===== src/rtl/pfr_pkg.sv =====
// Shared constants, codes and command/status types of the page queue.
package pfr_pkg;

  localparam int DEPTH      = 64;
  localparam int PAGE_BITS  = 16;
  localparam int ADDR_BITS  = (DEPTH > 1) ? $clog2(DEPTH) : 1;
  localparam int COUNT_BITS = $clog2(DEPTH + 1);
  localparam int SUM_BITS   = COUNT_BITS + 1;

  localparam logic [1:0] MODE_APPEND = 2'd0;
  localparam logic [1:0] MODE_TAKE   = 2'd1;
  localparam logic [1:0] MODE_REMOVE = 2'd2;
  localparam logic [1:0] MODE_CLEAR  = 2'd3;

  localparam logic [1:0] ST_DONE      = 2'd0;
  localparam logic [1:0] ST_EMPTY     = 2'd1;
  localparam logic [1:0] ST_NOT_FOUND = 2'd2;
  localparam logic [1:0] ST_FULL      = 2'd3;

  typedef struct packed {
    logic       start;
    logic       rd_en;
    logic       rd_head;
    logic       append;
    logic       take;
    logic       found;
    logic       advance;
    logic       shift_wr;
    logic       remove;
    logic       clear;
    logic       set_status;
    logic [1:0] status;
    logic       load_out;
  } cmd_t;

  typedef struct packed {
    logic empty;
    logic full;
    logic scan_end;
    logic match;
  } stat_t;

  function automatic logic [ADDR_BITS-1:0] ptr_inc(input logic [ADDR_BITS-1:0] p);
    if (p == ADDR_BITS'(DEPTH - 1)) begin
      return '0;
    end
    return p + 1'b1;
  endfunction

endpackage


===== src/rtl/pfr_ctrl.sv =====
// Sequencer of the page queue: steps each operation and owns the handshakes.
module pfr_ctrl
  import pfr_pkg::*;
(
  input  logic       clk,
  input  logic       rst,
  input  logic       in_valid,
  output logic       in_ready,
  input  logic [1:0] mode,
  output logic       out_valid,
  input  logic       out_ready,
  input  stat_t      stat,
  output cmd_t       cmd
);

  localparam logic [3:0] S_IDLE     = 4'd0;
  localparam logic [3:0] S_APPEND   = 4'd1;
  localparam logic [3:0] S_TAKE_RD  = 4'd2;
  localparam logic [3:0] S_TAKE_WB  = 4'd3;
  localparam logic [3:0] S_SCAN     = 4'd4;
  localparam logic [3:0] S_CMP      = 4'd5;
  localparam logic [3:0] S_SHIFT_RD = 4'd6;
  localparam logic [3:0] S_SHIFT_WR = 4'd7;
  localparam logic [3:0] S_CLEAR    = 4'd8;
  localparam logic [3:0] S_FINISH   = 4'd9;

  logic [3:0] state, state_next;

  assign in_ready = (state == S_IDLE);

  always_comb begin
    state_next = state;
    cmd = '0;
    case (state)
      S_IDLE: begin
        if (in_valid) begin
          cmd.start = 1'b1;
          case (mode)
            MODE_APPEND: state_next = S_APPEND;
            MODE_TAKE:   state_next = S_TAKE_RD;
            MODE_REMOVE: state_next = S_SCAN;
            MODE_CLEAR:  state_next = S_CLEAR;
            default:     state_next = S_CLEAR;
          endcase
        end
      end
      S_APPEND: begin
        if (stat.full) begin
          cmd.set_status = 1'b1;
          cmd.status = ST_FULL;
        end else begin
          cmd.append = 1'b1;
        end
        state_next = S_FINISH;
      end
      S_TAKE_RD: begin
        if (stat.empty) begin
          cmd.set_status = 1'b1;
          cmd.status = ST_EMPTY;
          state_next = S_FINISH;
        end else begin
          cmd.rd_en = 1'b1;
          cmd.rd_head = 1'b1;
          state_next = S_TAKE_WB;
        end
      end
      S_TAKE_WB: begin
        cmd.take = 1'b1;
        state_next = S_FINISH;
      end
      S_SCAN: begin
        if (stat.scan_end) begin
          cmd.set_status = 1'b1;
          cmd.status = ST_NOT_FOUND;
          state_next = S_FINISH;
        end else begin
          cmd.rd_en = 1'b1;
          state_next = S_CMP;
        end
      end
      S_CMP: begin
        cmd.advance = 1'b1;
        if (stat.match) begin
          cmd.found = 1'b1;
          state_next = S_SHIFT_RD;
        end else begin
          state_next = S_SCAN;
        end
      end
      S_SHIFT_RD: begin
        if (stat.scan_end) begin
          cmd.remove = 1'b1;
          state_next = S_FINISH;
        end else begin
          cmd.rd_en = 1'b1;
          state_next = S_SHIFT_WR;
        end
      end
      S_SHIFT_WR: begin
        cmd.shift_wr = 1'b1;
        cmd.advance = 1'b1;
        state_next = S_SHIFT_RD;
      end
      S_CLEAR: begin
        cmd.clear = 1'b1;
        state_next = S_FINISH;
      end
      S_FINISH: begin
        if (!out_valid || out_ready) begin
          cmd.load_out = 1'b1;
          state_next = S_IDLE;
        end
      end
      default: state_next = S_IDLE;
    endcase
  end

  always_ff @(posedge clk) begin
    if (rst) begin
      state <= S_IDLE;
      out_valid <= 1'b0;
    end else begin
      state <= state_next;
      if (cmd.load_out) begin
        out_valid <= 1'b1;
      end else if (out_ready) begin
        out_valid <= 1'b0;
      end
    end
  end

endmodule


===== src/rtl/pfr_datapath.sv =====
// Datapath of the page queue: circular entry store, pointers, count and result words.
module pfr_datapath
  import pfr_pkg::*;
(
  input  logic                  clk,
  input  logic                  rst,
  input  cmd_t                  cmd,
  input  logic [PAGE_BITS-1:0]  page,
  output stat_t                 stat,
  output logic [PAGE_BITS-1:0]  page_out,
  output logic [1:0]            status,
  output logic                  is_empty,
  output logic [COUNT_BITS-1:0] entry_count
);

  logic [PAGE_BITS-1:0]  mem [DEPTH];
  logic [PAGE_BITS-1:0]  rd_data;
  logic [ADDR_BITS-1:0]  head;
  logic [COUNT_BITS-1:0] count;
  logic [PAGE_BITS-1:0]  op_page;
  logic [ADDR_BITS-1:0]  scan_ptr;
  logic [ADDR_BITS-1:0]  wr_ptr;
  logic [COUNT_BITS-1:0] idx;
  logic [PAGE_BITS-1:0]  res_page;
  logic [1:0]            res_status;

  logic [SUM_BITS-1:0]   tail_sum;
  logic [ADDR_BITS-1:0]  tail;
  logic                  wr_en;
  logic [ADDR_BITS-1:0]  wr_addr;
  logic [PAGE_BITS-1:0]  wr_data;
  logic [ADDR_BITS-1:0]  rd_addr;

  assign tail_sum = SUM_BITS'(head) + SUM_BITS'(count);
  assign tail = (tail_sum >= SUM_BITS'(DEPTH)) ? ADDR_BITS'(tail_sum - SUM_BITS'(DEPTH))
                                              : ADDR_BITS'(tail_sum);

  assign wr_en   = cmd.append | cmd.shift_wr;
  assign wr_addr = cmd.append ? tail : wr_ptr;
  assign wr_data = cmd.append ? op_page : rd_data;
  assign rd_addr = cmd.rd_head ? head : scan_ptr;

  assign stat.empty    = (count == '0);
  assign stat.full     = (count == COUNT_BITS'(DEPTH));
  assign stat.scan_end = (idx == count);
  assign stat.match    = (rd_data == op_page);

  always_ff @(posedge clk) begin
    if (wr_en) begin
      mem[wr_addr] <= wr_data;
    end
    if (cmd.rd_en) begin
      rd_data <= mem[rd_addr];
    end
  end

  always_ff @(posedge clk) begin
    if (rst) begin
      head  <= '0;
      count <= '0;
    end else begin
      if (cmd.append) begin
        count <= count + 1'b1;
      end else if (cmd.take) begin
        head  <= ptr_inc(head);
        count <= count - 1'b1;
      end else if (cmd.remove) begin
        count <= count - 1'b1;
      end else if (cmd.clear) begin
        head  <= '0;
        count <= '0;
      end
    end
  end

  always_ff @(posedge clk) begin
    if (cmd.start) begin
      op_page    <= page;
      scan_ptr   <= head;
      idx        <= '0;
      res_page   <= '0;
      res_status <= ST_DONE;
    end else begin
      if (cmd.advance) begin
        scan_ptr <= ptr_inc(scan_ptr);
        idx      <= idx + 1'b1;
      end
      if (cmd.found || cmd.shift_wr) begin
        wr_ptr <= scan_ptr;
      end
      if (cmd.take) begin
        res_page <= rd_data;
      end
      if (cmd.set_status) begin
        res_status <= cmd.status;
      end
    end
    if (cmd.load_out) begin
      page_out    <= res_page;
      status      <= res_status;
      is_empty    <= (count == '0);
      entry_count <= count;
    end
  end

endmodule


===== src/rtl/page_fifo_with_removal_unit.sv =====
// Top level of the page queue: sequencer and datapath joined by command and status words.
//
// Ordered queue of up to 64 pages held in a circular store with one read and one write
// port. Each accepted word is one operation and yields one result word. Append and clear
// update the queue and then load the result; take reads the head entry and then latches
// it as the result, or reports empty at once. Remove scans from the head, reading and
// comparing one entry at a time, then closes the gap by moving each entry behind the
// match forward one place. A new word is accepted once the previous operation has written
// its result register, even while that result still waits. No clearing pass runs after
// reset.
module page_fifo_with_removal_unit
  import pfr_pkg::*;
(
  input  logic                  clk,
  input  logic                  rst,
  input  logic                  in_valid,
  output logic                  in_ready,
  input  logic [1:0]            mode,
  input  logic [PAGE_BITS-1:0]  page,
  output logic                  out_valid,
  input  logic                  out_ready,
  output logic [PAGE_BITS-1:0]  page_out,
  output logic [1:0]            status,
  output logic                  is_empty,
  output logic [COUNT_BITS-1:0] entry_count
);

  cmd_t  cmd;
  stat_t stat;

  pfr_ctrl u_ctrl (
    .clk       (clk),
    .rst       (rst),
    .in_valid  (in_valid),
    .in_ready  (in_ready),
    .mode      (mode),
    .out_valid (out_valid),
    .out_ready (out_ready),
    .stat      (stat),
    .cmd       (cmd)
  );

  pfr_datapath u_dp (
    .clk         (clk),
    .rst         (rst),
    .cmd         (cmd),
    .page        (page),
    .stat        (stat),
    .page_out    (page_out),
    .status      (status),
    .is_empty    (is_empty),
    .entry_count (entry_count)
  );

endmodule


===== config.mk =====
export PLATFORM = sky130hd
export DESIGN_NAME = page_fifo_with_removal_unit
export DESIGN_NICKNAME = d
export VERILOG_FILES = /design/src/rtl/pfr_pkg.sv /design/src/rtl/pfr_ctrl.sv /design/src/rtl/pfr_datapath.sv /design/src/rtl/page_fifo_with_removal_unit.sv
export SDC_FILE = /design/constraint.sdc
export NUM_CORES = 1
export LEC_CHECK = 0
export BUFFER_PORTS_ARGS = -buffer_cell sky130_fd_sc_hd__buf_2
export CORE_UTILIZATION = 43
export CTS_BUF_LIST = sky130_fd_sc_hd__clkbuf_8
export CTS_CLUSTER_DIAMETER = 30
export DETAILED_ROUTE_END_ITERATION = 10
export SLEW_MARGIN = 20
export SYNTH_ARGS = -nofsm -noshare
export SYNTH_HDL_FRONTEND = slang
export SYNTH_HIERARCHICAL = 1
export SYNTH_SLANG_ARGS = --single-unit

===== constraint.sdc =====
create_clock -name clk -period 6.8 [get_ports clk]
set_input_delay 0.68 -clock clk [delete_from_list [all_inputs] [get_ports clk]]
set_output_delay 0.68 -clock clk [all_outputs]
set_load 0.01 [all_outputs]

======== Word-level counts from Yosys, hierarchy flattened ========
Memories as Yosys holds them, arrays and structs flattened. A register that Yosys moved wholly into a read port is not among the register bits.
Cells that the tools add are included.
storage, ports and cells
  register bits after elaboration ......... 97
  memory bits (writable) .................. 1,024
  bits of input ports ..................... 22
  output and inout port bits .............. 28
  memories ................................ 1
cells by class
  add/subtract/negate cells ............... 7
  magnitude comparators ................... 1
  equality and inequality tests ........... 20
  muxes and demuxes ....................... 58
  bitwise operators ....................... 3
  reductions and logical operators ........ 16
memories
  name      words  width  read ports  clocked after memory_dff  wr ports  line                text
  u_dp.mem  64     16     1           1                         1         pfr_datapath.sv:16  logic [PAGE_BITS-1:0] mem [DEPTH];
operators with widths
  cell                                                                                  number
  6-bit 2-to-1 mux                                                                      12
  4-bit case mux with 8 select lines                                                    1
  7-bit 2-to-1 mux                                                                      4
  1-bit 2-to-1 mux                                                                      27
  4-bit 2-to-1 mux                                                                      5
  16-bit equality test                                                                  1
  4-bit by 3-bit equality test with 1-bit output (second input constant)                4
  16-bit 2-to-1 mux                                                                     1
  4-bit case mux with 4 select lines                                                    1
  7-bit by 1-bit adder with 7-bit output (second input constant)                        2
  6-bit by 1-bit adder with 6-bit output (second input constant)                        2
  6-bit equality test (second input constant)                                           2
  3-bit 2-to-1 mux                                                                      3
  3-bit case mux with 3 select lines                                                    1
  6-bit by 7-bit adder with 8-bit output                                                1
  4-bit by 2-bit equality test with 1-bit output (second input constant)                2
  4-bit equality test (second input constant)                                           2
  8-bit by 7-bit greater-or-equal comparator with 1-bit output (second input constant)  1
  7-bit equality test                                                                   1
  7-bit equality test (second input constant)                                           1
  7-bit logical NOT                                                                     1
  7-bit by 1-bit subtractor with 7-bit output (second input constant)                   1
  2-bit nonzero test                                                                    3
  6-bit by 1-bit subtractor with 6-bit output (second input constant)                   1
  other kinds (18)                                                                      25

======== Depth between registers and ports, before layout ========
Gate-level depths: netlist of run 1.
  word-level depth ........................ 8
  gate-level depth with buffers ........... 16
  depth with buffers taken out ............ 12

======== Hierarchy ========
The synthesis of run 1 kept the hierarchy.
modules (own cells, without submodules)
  module        instances  cells each  area each (µm²)
  pfr_datapath  1          4,283       52,163.8
  pfr_ctrl      1          72          520.5

======== Least setup slack after synthesis of run 1 ========
OpenSTA, ideal clock, no wires.
  kind .................................... reg-to-reg
  start ................................... reg u_dp.count[3]
  end ..................................... mem u_dp.mem[28][0] (enable)
  setup time .............................. 0.413 ns
  arrival time ............................ 3.646 ns
  slack ................................... 2.741 ns
  stages on the path, launching flop included .. 11
  buffers on the path ..................... 2
  cells stage by stage .................... dfxtp_1 clkbuf_1 nor4_1 nand2_1 nor2_1 nor3_1 clkbuf_1 or4b_2 o31ai_1 nand2_1 nor3b_1
RTL lines
  what                    line                text
  from (decl)             pfr_datapath.sv:19  logic [COUNT_BITS-1:0] count;
  from (signal assigned)  pfr_datapath.sv:63  count <= count + 1'b1;
  from (signal assigned)  pfr_datapath.sv:66  count <= count - 1'b1;
  from (signal assigned)  pfr_datapath.sv:68  count <= count - 1'b1;
  to (decl)               pfr_datapath.sv:16

==> impl_metrics.py, run 1 <==
metrics = {
    "floorplanning": {
        "die_width_microns": 352,
        "core.rowCount": 128,
        "die_h_microns": 352,
        "start_util": 0.433,
        "num_io_pins": 50,
        "die_area_sq_um": 124000,
        "coreArea_sq_um": 122000,
    },
    "detailed_routing": {
        "viasPerCell": 6.02,
        "routedWlPerCell_microns": 26.3,
        "first_pass_iters": 6,
        "final_antenna_net_count": 0,
        "drt-total-wl_microns": 166000,
        "drt_iter0_drc": 4855,
        "drcViolationCount": 0,
        "vias": 37900,
    },
    "placement": {
        "dpl.cell_count": 5843,
        "dpl.hpwl_microns": 93800,
        "io_buffers": 49,
        "place_area_sq_um": 54800,
        "gp_congestion": 0.869,
    },
    "power": {
        "power_uw": 23600,
        "p_sw_frac": 0.352,
        "power_frac_seq": 0.358,
        "p_comb_frac": 0.306,
        "powerDensity_nw_per_um2": 392,
        "power_switching_uw": 8330,
        "p_int_uw": 15300,
        "vdd_drop_max_uv": 260,
        "p_leak_uw": 0.0205,
        "clkPwrFrac": 0.336,
    },
    "clock_tree": {
        "cts_tree": "done",
        "postCtsSetupBuffers": 0,
        "clk_path_buf_depth": 3,
        "insertion_delay_ns": 0.98,
        "cts_buffers": 236,
        "cts.sinks": 1137,
        "cts_resized": 0,
        "cts.reportedPaths.clkPinSlew_ns": 0.06,
        "htree_levels": 4,
        "clock-root-buffer": "clkbuf_8",
        "hold_buffers": 16,
    },
    "sta": {
        "hold_viol_final": 0,
        "slew_violations": 0,
        "fmax_mhz": 181,
        "slew_headroom": 0.0683,
        "tightest_slew_ns": 1.38,
        "fin_skew_ns": 0.0738,
        "tns_ns": 0,
        "timing.final.crit_share": 0.812,
        "fin_crit_ns": 5.52,
        "setup_viol": 0,
        "rsz0062_at_grt": "false",
    },
    "synthesis": {
        "synth_compound_area_frac": 0.164,
        "async_flop_share": 0,
        "syn_area_per_cell_sq_um": 12.1,
        "synthMuxAreaShare": 0.00843,
        "synth_top_family_by_area": "compound AO/OA/AOI/OAI gates",
        "synth.top_cells.by_count": "edfxtp_1 (1094), nand2b_1 (771), a22oi_1 (434), o21ai_0 (346), a21oi_1 (212)",
        "synth-simple-area-share": 0.140,
        "synth_top_cell_area_share": 0.624,
        "synth_cell_type_count": 64,
        "synth.most_common_cell": "edfxtp_1",
        "synth_nets": 4389,
        "synth_xor_xnor_area_share": 0.00615,
        "synth_seq_cells": 1137,
        "yosysWarnings": 6,
        "synth_area_sq_um": 52700,
        "synthCells": 4355,
        "ys_seq_area_frac": 0.640,
        "ys.flop_type": "edfxtp_1",
        "synth_edf_count": 1094,
        "yosys.area.top_type": "edfxtp_1",
        "yosys-top-cells-area": "edfxtp_1 (62%), nand2b_1 (9.2%), a22oi_1 (6.2%)",
        "synth_fa_ha_area_frac": 0.00299,
    },
    "worst_setup_path": {
        "worst-path-stages": 14,
        "start_kind": "register",
        "worst_setup_path_end_kind": "register",
        "crit_fanout": 61,
        "r2r_setup_slack_ns": 1.28,
        "crit_chain": "inv_1, ha_1, nand2_1, nor2_1, nor3_1, nor2b_2, and2_4, buf_4, buf_4, a22oi_1, a21oi_1, nor3_1, nor4_1, nor4_1",
        "crit_path_end": "u_dp/rd_data[3]$_DFFE_PP_",
        "worstSetupStartpoint": "u_dp/count[1]$_SDFFE_PP0P_",
        "slowest_delay_ns": 1.06,
        "crit_type": "register to register",
        "reg2reg_from": "u_dp/count[1]$_SDFFE_PP0P_",
        "crit_family": "simple AND/OR/NAND/NOR gates",
        "crit_buf_inv": 3,
        "slowest_stage": "nor4_1",
        "worstPathRequired_ns": 7.43,
        "arrival_ns": 6.15,
        "r2r_end": "u_dp/rd_data[3]$_DFFE_PP_",
        "rr_worst_depth": 14,
    },
    "outcome": {
        "status": "completed",
    },
    "grt": {
        "antenna_found_initial": 4,
        "grt-busiest-layer": "met2",
        "grt_max_degree": 133,
        "grt_pass1_wl_microns": 243000,
        "grtUsageMet2": 0.385,
        "overflow": 0,
        "first_global_vias": 35900,
        "use_met1": 0.378,
        "grt_usage": 0.262,
        "grtUsageMet3": 0.0609,
    },
    "final_layout": {
        "drive_gt1_frac": 0.132,
        "stdcell_count": 6297,
        "stdcell_area_sq_um": 60300,
        "layout.nets": 4506,
        "areaGrowthSynthToFinish_pct": 14.4,
        "utilization": 0.495,
        "multiInputGateArea_sq_um": 17100,
        "seqCellArea_sq_um": 33700,
        "fillerInstances": 10600,
    },
    "worst_hold_path": {
        "hold_path_class": "input port to register",
    },
    "flow_run": {
        "maxCapViolCount": 0,
    },
}
## tightest hold or removal path, cell delays in order
cell and delay, ns:
buf_2 0.08, nor2b_1 0.06, nor2b_1 0.12, nor2_1 0.04
## through the flow
step / hold WS (ns) / worst slack (ns)
after floorplan: 0.407 / 2.74
after global placement: 0.420 / 1.54
after detailed placement: 0.418 / 1.53
after CTS: 0.00897 / 1.51
after global routing: 0.0713 / 1.04
final: 0.0893 / 1.28
## power groups by stage
stage | Clock, uW | Combinational (uW) | Sequential, uW
5_1_grt | 8390 | 7680 | 8470
6_report | 7950 | 7220 | 8460
3_5_place_dp | 0 | 7060 | 8590
4_1_cts | 8050 | 7110 | 8460
3_3_place_gp | 0 | 6990 | 8590
2_1_floorplan | 0 | 4570 | 8510
## per-layer routing
| metal | part of all wire | up-vias |
|---|---|---|
| li1 | - | 16800 |
| met1 | 0.42 | 19000 |
| met2 | 0.44 | 1952 |
| met3 | 0.11 | 240 |
| met4 | 0.029 | 2 |
| met5 | 0.000078 | - |
## cell type report
type	instances	share of cell area
Multi-Input combinational cell	2757	0.284
Timing Repair Buffer	200	0.0267
Tap cell	1625	0.0337
Clock inverter	192	0.0318
Clock buffer	244	0.0557
Antenna cell	2	0.0000831
Sequential cell	1137	0.560
Inverter	140	0.00872
## registers in the layout, indices dropped and copies added (netlist names), 6 cells and up
name,count
u_dp/count,7
u_dp/entry_count,7
u_dp/head,6
u_dp/idx,7
u_dp/mem,1024
u_dp/op_page,16
u_dp/page_out,16
u_dp/rd_data,16
u_dp/res_page,16
u_dp/scan_ptr,6
u_dp/wr_ptr,6
## cells in the final DEF (no fill, tap or decap), drive strengths merged, types with 5 or more instances in the layout
cell type    instances
nor2               132
dfxtp               43
buf                184
mux2i               23
inv                178
a21oi              212
a22oi              453
a21o                 5
nand3b               8
nand3               11
a221oi              34
ha                  11
xor2                 9
nand4               40
nand2b             771
clkinv             103
clkbuf             244
nor3                81
o22ai              191
nor4                53
mux2                19
nor3b                7
bufinv              36
nand2              161
edfxtp            1094
o31ai               37
dlygate4sd3         16
xnor2               28
a31oi                6
nor2b               10
o21ai              407
clkinvlp            15
and3                 5
## worst min-delay path by stage
stage	from	endpoint	slack [ns]	cells after the start
after floorplan	u_dp/count[5]$_SDFFE_PP0P_	u_dp/entry_count[5]$_DFFE_PP_	0.41	0
after global placement	u_dp/res_page[8]$_SDFFE_PP0P_	u_dp/page_out[8]$_DFFE_PP_	0.42	0
after detailed placement	u_dp/res_status[1]$_SDFFE_PP0P_	u_dp/status[1]$_DFFE_PP_	0.42	0
after CTS	out_ready	u_ctrl/out_valid$_SDFFE_PP0P_	0.009	4
after global routing	out_ready	u_ctrl/out_valid$_SDFFE_PP0P_	0.07	4
final	out_ready	u_ctrl/out_valid$_SDFFE_PP0P_	0.09	4
## logic make-up after synthesis
logic type,count (synthesis)
adders and majority gates,12
muxes,42
and+or+nand+nor,1300
buffers and inverters,461
xor gates and xnor gates,37
DFF,1137
AOI/OAI and AO/OA,1366
Power figures use the tool's default switching activity.
==> run 2, diff against run 1 <==
Clock period 6.8 ns to 5.4 ns, I/O delays scaled along.
==> run 2 against run 1 <==
  * Flip-flop and latch count unchanged
  * First-iteration DRC count down 5.3%
  * Worst setup slack worse by 0.91 ns
==> impl_metrics.py, run 2 (synthesized netlist as in run 1, its figures left out) <==
metrics = {
    "outcome": {
        "status": "completed",
    },
    "clock_tree": {
        "cts.reportedPaths.clkPinSlew_ns": 0.06,
        "cts_tree": "done",
        "insertion_delay_ns": 0.97,
        "htree_levels": 5,
        "cts.sinks": 1137,
        "clk_path_buf_depth": 4,
        "clock-root-buffer": "clkbuf_8",
        "cts_buffers": 277,
    },
    "grt": {
        "antenna_found_initial": 10,
        "grt_max_degree": 214,
        "overflow": 0,
        "first_global_vias": 36600,
        "use_met1": 0.360,
        "grt-busiest-layer": "met2",
        "grtUsageMet2": 0.386,
        "grt_usage": 0.257,
        "grtUsageMet3": 0.0632,
        "grt_pass1_wl_microns": 239000,
    },
    "final_layout": {
        "stdcell_area_sq_um": 61000,
        "mostFrequentLayoutCells": "edfxtp_1 (1094), nand2b_1 (771), a22oi_1 (434), o21ai_0 (346), clkbuf_8 (287)",
        "layout.nets": 4612,
        "fillerInstances": 10500,
        "areaGrowthSynthToFinish_pct": 15.8,
        "drive_gt1_frac": 0.142,
        "final_common_cell": "edfxtp_1",
        "largest_register_ffs": 1024,
        "top_register": "u_dp/mem",
        "seqCellArea_sq_um": 33700,
        "multiInputGateArea_sq_um": 17100,
    },
    "sta": {
        "rsz0062_at_grt": "false",
        "tns_ns": 0,
        "slew_headroom": 0.122,
        "setup_ws_ns": 0.370,
        "setup_viol": 0,
        "hold_viol_final": 0,
        "fmax_mhz": 199,
        "slew_violations": 0,
        "timing.final.crit_share": 0.931,
        "tightest_slew_ns": 1.30,
        "fin_skew_ns": 0.0753,
        "fin_crit_ns": 5.03,
    },
    "worst_setup_path": {
        "worstPathRequired_ns": 6.05,
        "crit_type": "register to register",
        "start_kind": "register",
        "worst_setup_path_end_kind": "register",
        "arrival_ns": 5.68,
        "crit_fanout": 29,
    },
    "placement": {
        "dpl.hpwl_microns": 94500,
        "place_ws_ns": 0.384,
        "io_buffers": 49,
        "gp_congestion": 0.862,
        "place_area_sq_um": 55300,
    },
    "detailed_routing": {
        "final_antenna_net_count": 0,
        "drt_iter0_drc": 4597,
        "viasPerCell": 5.97,
        "drt-total-wl_microns": 165000,
        "first_pass_iters": 6,
        "drcViolationCount": 0,
        "vias": 38100,
        "routedWlPerCell_microns": 25.8,
    },
    "flow_run": {
        "maxCapViolCount": 0,
    },
    "floorplanning": {
        "num_io_pins": 50,
        "coreArea_sq_um": 122000,
        "die_h_microns": 352,
        "die_area_sq_um": 124000,
        "start_util": 0.433,
        "die_width_microns": 352,
        "core.rowCount": 128,
    },
    "worst_hold_path": {
        "hold_path_class": "input port to register",
    },
    "power": {
        "p_leak_uw": 0.0210,
        "vdd_drop_max_uv": 312,
        "powerDensity_nw_per_um2": 491,
    },
}
==> run 2: critical path, stage by stage, from the launching register on <==
cell     delay [ns]
dfxtp_1        0.48
inv_1          0.13
ha_1           0.21
nand2_1        0.07
nor2_1         0.08
nor3_1         0.21
nor2b_4        0.57
and2_4         0.71
buf_4          0.30
buf_4          0.20
o21ai_0        0.11
a22oi_1        0.24
nor3_1         0.08
nor4_1         1.10
nor4_1         0.18
==> run 2: layout make-up <==
class / instances / share of cell area
well taps: 1625 / 0.0333
flip-flops and latches: 1137 / 0.553
clock inverters: 177 / 0.0237
multi-input cells: 2759 / 0.280
repair buffers: 263 / 0.0367
diodes: 2 / 0.0000820
inverters: 140 / 0.00861
clock buffers: 287 / 0.0647
==> run 2: final timing paths <==
check	to	start	cells after the start	slack, ns
setup / recovery	u_dp/rd_data[14]$_DFFE_PP_	u_dp/count[0]$_SDFFE_PP0P_	14	0.37
hold / removal	u_ctrl/state[0]$_SDFFE_PP0P_	in_valid	5	0.13
setup reg to reg	u_dp/rd_data[14]$_DFFE_PP_	u_dp/count[0]$_SDFFE_PP0P_	14	0.37
hold reg to reg	u_dp/page_out[9]$_DFFE_PP_	u_dp/res_page[9]$_SDFFE_PP0P_	0	0.43
==> run 2: routing by layer <==
| layer | vias up | routed length (microns) |
|---|---|---|
| met5 | - | 121 |
| met3 | 278 | 17100 |
| met1 | 19000 | 68700 |
| met4 | 7 | 5250 |
| met2 | 1931 | 73500 |
| li1 | 16900 | - |
==> run 2: per-stage QoR <==
step                total power, uW  hold slack [ns]   util  instances
global placement              19700            0.419  0.454       5899
detailed placement            19800            0.423  0.455       5899
global route                  31200            0.136  0.501       6389
CTS                           29900           0.0639  0.501       6385
finish                        30000            0.133  0.501       6390
floorplan                     16500            0.407      -       4355
==> run 2: report_power, final <==
group	switching (uW)	total, uW	leakage [uW]	internal [uW]
logic	6200	9230	0.00794	3030
clock network	4010	10100	0.00290	6090
registers	181	10700	0.0102	10500
total	10400	30000	0.0210	19600
==> run 2: repair_timing <==
item	4_1_cts	5_1_grt
gates resized for setup	0	1
buffers inserted	0	0
setup endpoints to repair	0	2
hold endpoints to repair	33	0
hold buffers	22	0
